`config.mk`:
```
export PLATFORM = sky130hd
export DESIGN_NAME = srir_ctrl
export DESIGN_NICKNAME = d
export VERILOG_FILES = /design/src/rtl/srir_pkg.sv /design/src/rtl/srir_ctrl.sv
export SDC_FILE = /design/constraint.sdc
export NUM_CORES = 1
export LEC_CHECK = 0
export ABC_AREA = 1
export BUFFER_PORTS_ARGS = -buffer_cell sky130_fd_sc_hd__clkbuf_2
export CAP_MARGIN = 20
export CORE_AREA = 2 2 39 41
export CTS_CLUSTER_DIAMETER = 40
export DETAILED_ROUTE_END_ITERATION = 12
export DIE_AREA = 0 0 41 43
export GPL_TIMING_DRIVEN = 1
export MAX_ROUTING_LAYER = met4
export PLACE_DENSITY = 0.68
export SYNTH_ARGS = -nofsm -noshare
export SYNTH_HDL_FRONTEND = slang
export SYNTH_SLANG_ARGS = --single-unit
```
`constraint.sdc`:
```
create_clock -name i_clk -period 3 [get_ports i_clk]
set_input_delay 0.9 -clock i_clk [delete_from_list [all_inputs] [get_ports i_clk]]
set_output_delay 0.9 -clock i_clk [all_outputs]
set_load 0.01 [all_outputs]
```
`src/rtl/srir_pkg.sv`:
```
// Shared types, action codes and defaults for the sample ring interpolated read unit.
package srir_pkg;

    localparam int DEPTH_DEF    = 65536;
    localparam int TAG_BITS_DEF = 16;

    localparam logic [1:0] ACT_PUSH   = 2'd0;
    localparam logic [1:0] ACT_SEEK   = 2'd1;
    localparam logic [1:0] ACT_INTERP = 2'd2;
    localparam logic [1:0] ACT_OFFSET = 2'd3;

    typedef struct packed {
        logic clr;       // write zero at clear address, advance it
        logic capture;   // latch request fields
        logic push;      // store sample/tag at pointer, advance pointer
        logic red1;      // reciprocal multiply
        logic red2;      // quotient times depth
        logic red3;      // remainder with one correction
        logic seek;      // load pointer from remainder
        logic rd;        // read entry at reduced address
        logic rd_up;     // read the following entry
        logic lo_cap;    // hold lower sample
        logic blend;     // weighted sum
        logic out_load;  // load output register
    } t_cmd;

    typedef struct packed {
        logic       clr_last;
        logic [1:0] action;
    } t_stat;

endpackage

```
`src/rtl/srir_ctrl.sv`:
```
// Sequencer for the sample ring: clearing pass, request handshake, step order.
module srir_ctrl (
    input  logic                 i_clk,
    input  logic                 i_rst_n,
    input  logic                 i_in_valid,
    output logic                 o_in_ready,
    input  logic [1:0]           i_action,
    output logic                 o_out_valid,
    input  logic                 i_out_ready,
    input  srir_pkg::t_stat      i_stat,
    output srir_pkg::t_cmd       o_cmd
);

    localparam logic [3:0] S_CLEAR = 4'd0;
    localparam logic [3:0] S_IDLE  = 4'd1;
    localparam logic [3:0] S_PUSH  = 4'd2;
    localparam logic [3:0] S_RED1  = 4'd3;
    localparam logic [3:0] S_RED2  = 4'd4;
    localparam logic [3:0] S_RED3  = 4'd5;
    localparam logic [3:0] S_RD0   = 4'd6;
    localparam logic [3:0] S_RD1   = 4'd7;
    localparam logic [3:0] S_BLEND = 4'd8;
    localparam logic [3:0] S_DONE  = 4'd9;

    logic [3:0] r_state;
    logic [3:0] n_state;
    logic       r_out_valid;
    logic       n_out_valid;
    srir_pkg::t_cmd w_cmd;

    always_comb begin
        n_state    = r_state;
        w_cmd      = '0;
        o_in_ready = 1'b0;
        unique case (r_state)
            S_CLEAR: begin
                w_cmd.clr = 1'b1;
                if (i_stat.clr_last) n_state = S_IDLE;
            end
            S_IDLE: begin
                o_in_ready = 1'b1;
                if (i_in_valid) begin
                    w_cmd.capture = 1'b1;
                    n_state = (i_action == srir_pkg::ACT_PUSH) ? S_PUSH : S_RED1;
                end
            end
            S_PUSH: begin
                w_cmd.push = 1'b1;
                n_state    = S_DONE;
            end
            S_RED1: begin
                w_cmd.red1 = 1'b1;
                n_state    = S_RED2;
            end
            S_RED2: begin
                w_cmd.red2 = 1'b1;
                n_state    = S_RED3;
            end
            S_RED3: begin
                w_cmd.red3 = 1'b1;
                if (i_stat.action == srir_pkg::ACT_SEEK) begin
                    w_cmd.seek = 1'b1;
                    n_state    = S_DONE;
                end else begin
                    n_state = S_RD0;
                end
            end
            S_RD0: begin
                w_cmd.rd = 1'b1;
                n_state  = (i_stat.action == srir_pkg::ACT_INTERP) ? S_RD1 : S_DONE;
            end
            S_RD1: begin
                w_cmd.rd_up  = 1'b1;
                w_cmd.lo_cap = 1'b1;
                n_state      = S_BLEND;
            end
            S_BLEND: begin
                w_cmd.blend = 1'b1;
                n_state     = S_DONE;
            end
            S_DONE: begin
                if (!r_out_valid || i_out_ready) begin
                    w_cmd.out_load = 1'b1;
                    n_state        = S_IDLE;
                end
            end
            default: n_state = S_IDLE;
        endcase
    end

    always_comb begin
        if (w_cmd.out_load) begin
            n_out_valid = 1'b1;
        end else if (i_out_ready) begin
            n_out_valid = 1'b0;
        end else begin
            n_out_valid = r_out_valid;
        end
    end

    always_ff @(posedge i_clk) begin
        if (!i_rst_n) begin
            r_state     <= S_CLEAR;
            r_out_valid <= 1'b0;
        end else begin
            r_state     <= n_state;
            r_out_valid <= n_out_valid;
        end
    end

    assign o_cmd       = w_cmd;
    assign o_out_valid = r_out_valid;

    // one request in flight at a time
    a_one_in_flight: assert property (@(posedge i_clk) disable iff (!i_rst_n)
        (i_in_valid && o_in_ready) |=> !o_in_ready)
        else $error("request accepted while another is in flight");

    // a push reaches the store in the cycle after acceptance
    a_push_next: assert property (@(posedge i_clk) disable iff (!i_rst_n)
        (i_in_valid && o_in_ready && i_action == srir_pkg::ACT_PUSH) |=> w_cmd.push)
        else $error("push not issued after acceptance");

    // loading a result leaves it presented and the unit ready for the next request
    a_load_idle: assert property (@(posedge i_clk) disable iff (!i_rst_n)
        w_cmd.out_load |=> (o_out_valid && o_in_ready))
        else $error("result load did not return to idle with valid output");

endmodule

```
==> flow_metrics.py <==
metrics = {
    "outcome": {
        "status": "finished clean",
    },
    "sta": {
        "fin_skew_ns": 0.0004088,
        "fin_tns_setup_ns": 0,
        "setup_viol": 0,
        "finalCritPeriodShare": 0.7942,
        "finalHoldViolCount": 0,
        "tightest_slew_ns": 0.3780,
        "drv_slew": 0,
        "grt_setup_unrepaired": "no",
        "clock.fmax_mhz": 419.7,
        "period_minus_slack_ns": 2.383,
        "slew_headroom": 0.7470,
    },
    "power": {
        "cellPowerDensity_mw_per_mm2": 525.8,
        "peakVddDrop_uv": 171.7,
        "power_mw": 0.3164,
        "leakage_nw": 0.3940,
    },
    "critical_path": {
        "cp-start-kind": "input pin",
        "slowest_delay_ns": 0.14,
        "timing.rr.start": "r_state[3]",
        "crit_arrival_ns": 1.48,
        "startpoint": "i_stat[0]",
        "path_max_fanout": 2,
        "critPathTopFamily": "buffers and inverters",
        "critical_path_class": "in2out",
        "crit_required_ns": 2.10,
        "worstSetupEndpointType": "output port",
        "critPathSlowestCell": "clkbuf_2",
        "r2r_setup_slack_ns": 1.70,
        "path_cells": "clkbuf_2, inv_1, nor2_1, inv_1, nor2_2, clkbuf_2",
        "path_buf_inv": 4,
    },
    "logic_synthesis": {
        "synth_cell_types": 16,
        "ys_seq_area_frac": 0.2174,
        "netlist_area_sq_um": 460.4,
        "ys_warn_count": 0,
        "netlist_instances": 84,
        "ys_ff_latch": 5,
        "synth_nets": 93,
        "syn-mean-instance-area_sq_um": 5.481,
    },
    "cts": {
        "cts_setup_buffers": 0,
        "clock_path_buffers": 2,
        "insertion_delay_ns": 0.24,
        "cts-root-buf": "clkbuf_4",
        "cts.sinks": 5,
        "ctsHtreeMaxLevel": 1,
        "post_cts_resized": 0,
        "tritoncts": "built",
        "cts_hold_buf": 0,
        "clk_pin_slew_ns": 0.04,
        "cts_buffers": 3,
    },
    "placement": {
        "place.gp.congestion": 0.8475,
        "io_buffer_count": 22,
        "dp_cells": 120,
        "dp.final_hpwl_um": 882.3,
    },
    "layout": {
        "fillCellCount": 160,
        "fin_nets": 118,
        "drive_above_1_share": 0.3148,
        "area_growth_pct": 30.71,
        "utilization": 0.4349,
        "n_antenna_cell": 0,
        "instances_no_fill": 124,
    },
    "grt": {
        "grtUsageTotal": 0.1512,
        "first_global_vias": 447,
        "antenna_found_initial": 0,
        "grt_max_degree": 8,
        "overflow": 0,
        "grt_first_pass_wirelength_um": 1759,
    },
    "die": {
        "num_rows": 14,
        "ios": 23,
        "die-area_sq_mm": 0.001763,
        "fp.dieH_um": 43,
        "start_util": 0.3327,
        "core_sq_mm": 0.001384,
        "fp.dieW_um": 41,
    },
    "detailed_routing": {
        "drt_iter0_drc": 14,
        "routed_wl_um": 1062,
        "dr.pass1.iters": 4,
        "drc": 0,
        "antenna_left": 0,
        "viasPerCell": 4.508,
        "wl_per_cell_um": 8.565,
        "vias": 559,
    },
    "worst_hold_path": {
        "min_path_type": "reg2reg",
        "min_from": "o_out_valid",
    },
    "flow_run": {
        "maxCapViolCount": 0,
    },
}
-- worst min-delay path, cell delays in order, from the launching register on --
cell and delay (ns):
dfxtp_1 0.30, inv_1 0.04, nor2_1 0.06, nor2_1 0.10, nor2_1 0.04
-- synth_stat cells --
master	count	area (sq um)
inv_2	2	7.510
nand2_2	1	6.260
nor4_2	1	12.51
inv_1	20	75.07
nor2_1	14	52.55
nor2_2	2	12.51
nand2_1	21	78.83
nor2_4	2	22.52
dfxtp_1	5	100.1
nand4_1	1	6.260
nand3_1	9	45.04
a31oi_1	1	6.260
o21ai_0	1	5.000
a21oi_1	1	5.000
nor3_2	1	10.01
buf_4	2	15.01
-- stage by stage --
| stage | worst slack (ns) | hold slack [ns] | cell area [sq um] |
|---|---|---|---|
| finish | 0.6173 | 0.5958 | 601.8 |
| detailed placement | 0.6286 | 0.5929 | 575.6 |
| CTS | 0.6279 | 0.6002 | 601.8 |
| global placement | 0.6664 | 0.5945 | 575.6 |
| global route | 0.5481 | 0.6440 | 601.8 |
| floorplan | 0.8323 | 0.5946 | 460.4 |
-- state kept, by name, indices dropped and copies added (netlist names) --
register and flops:
o_out_valid 1, r_state 4
-- final cells by class --
type	count	area, sq um	share of cell area
multi-input combinational	55	262.8	0.4366
timing repair buffer	22	110.1	0.1830
sequential	5	100.1	0.1663
inverter	22	82.58	0.1372
clock buffer	4	26.28	0.04366
tap	16	20.02	0.03326
-- placed cells by master, fill, tap and decap left out --
cell type  synthesis  layout
nand2_1           21      21
a21oi_1            1       1
nor2_4             2       2
nor2_1            14      14
inv_1             20      20
a31oi_1            1       1
nor3_2             1       1
clkbuf_1           0       1
nor2_2             2       2
inv_2              2       2
nand2_2            1       1
nand4_1            1       1
dfxtp_1            5       5
o21ai_0            1       1
nor4_2             1       1
nand3_1            9       9
clkbuf_2           0      22
clkbuf_4           0       3
-- path summary, 6_finish.rpt --
kind	end	cells after the start
hold / removal	o_out_valid	4
setup / recovery	o_cmd[5]	6
hold reg to reg	o_out_valid	4
setup reg to reg	r_state[0]	6
-- logic make-up (layout without fill, tap and decap cells) --
logic type,Yosys count,after routing,share of synthesized area
buf+inv,24,48,0.2119
compound gates,3,3,0.03531
flops,5,5,0.2174
simple gates,52,52,0.5353
-- layer usage --
layer	part of all wire	vias up	GRT usage
li1	-	295	-
met1	0.41	240	0.1768
met2	0.51	22	0.2219
met3	0.064	2	0.04712
met4	0.012	0	0.08000
met5	0	-	-
-- power breakdown --
group | internal (mW) | switching, mW
Clock | 0.0502 | 0.0269
Sequential | 0.0762 | 0.0173
Combinational | 0.0525 | 0.0933
Total | 0.179 | 0.138
(Power assumes the default switching activity.)
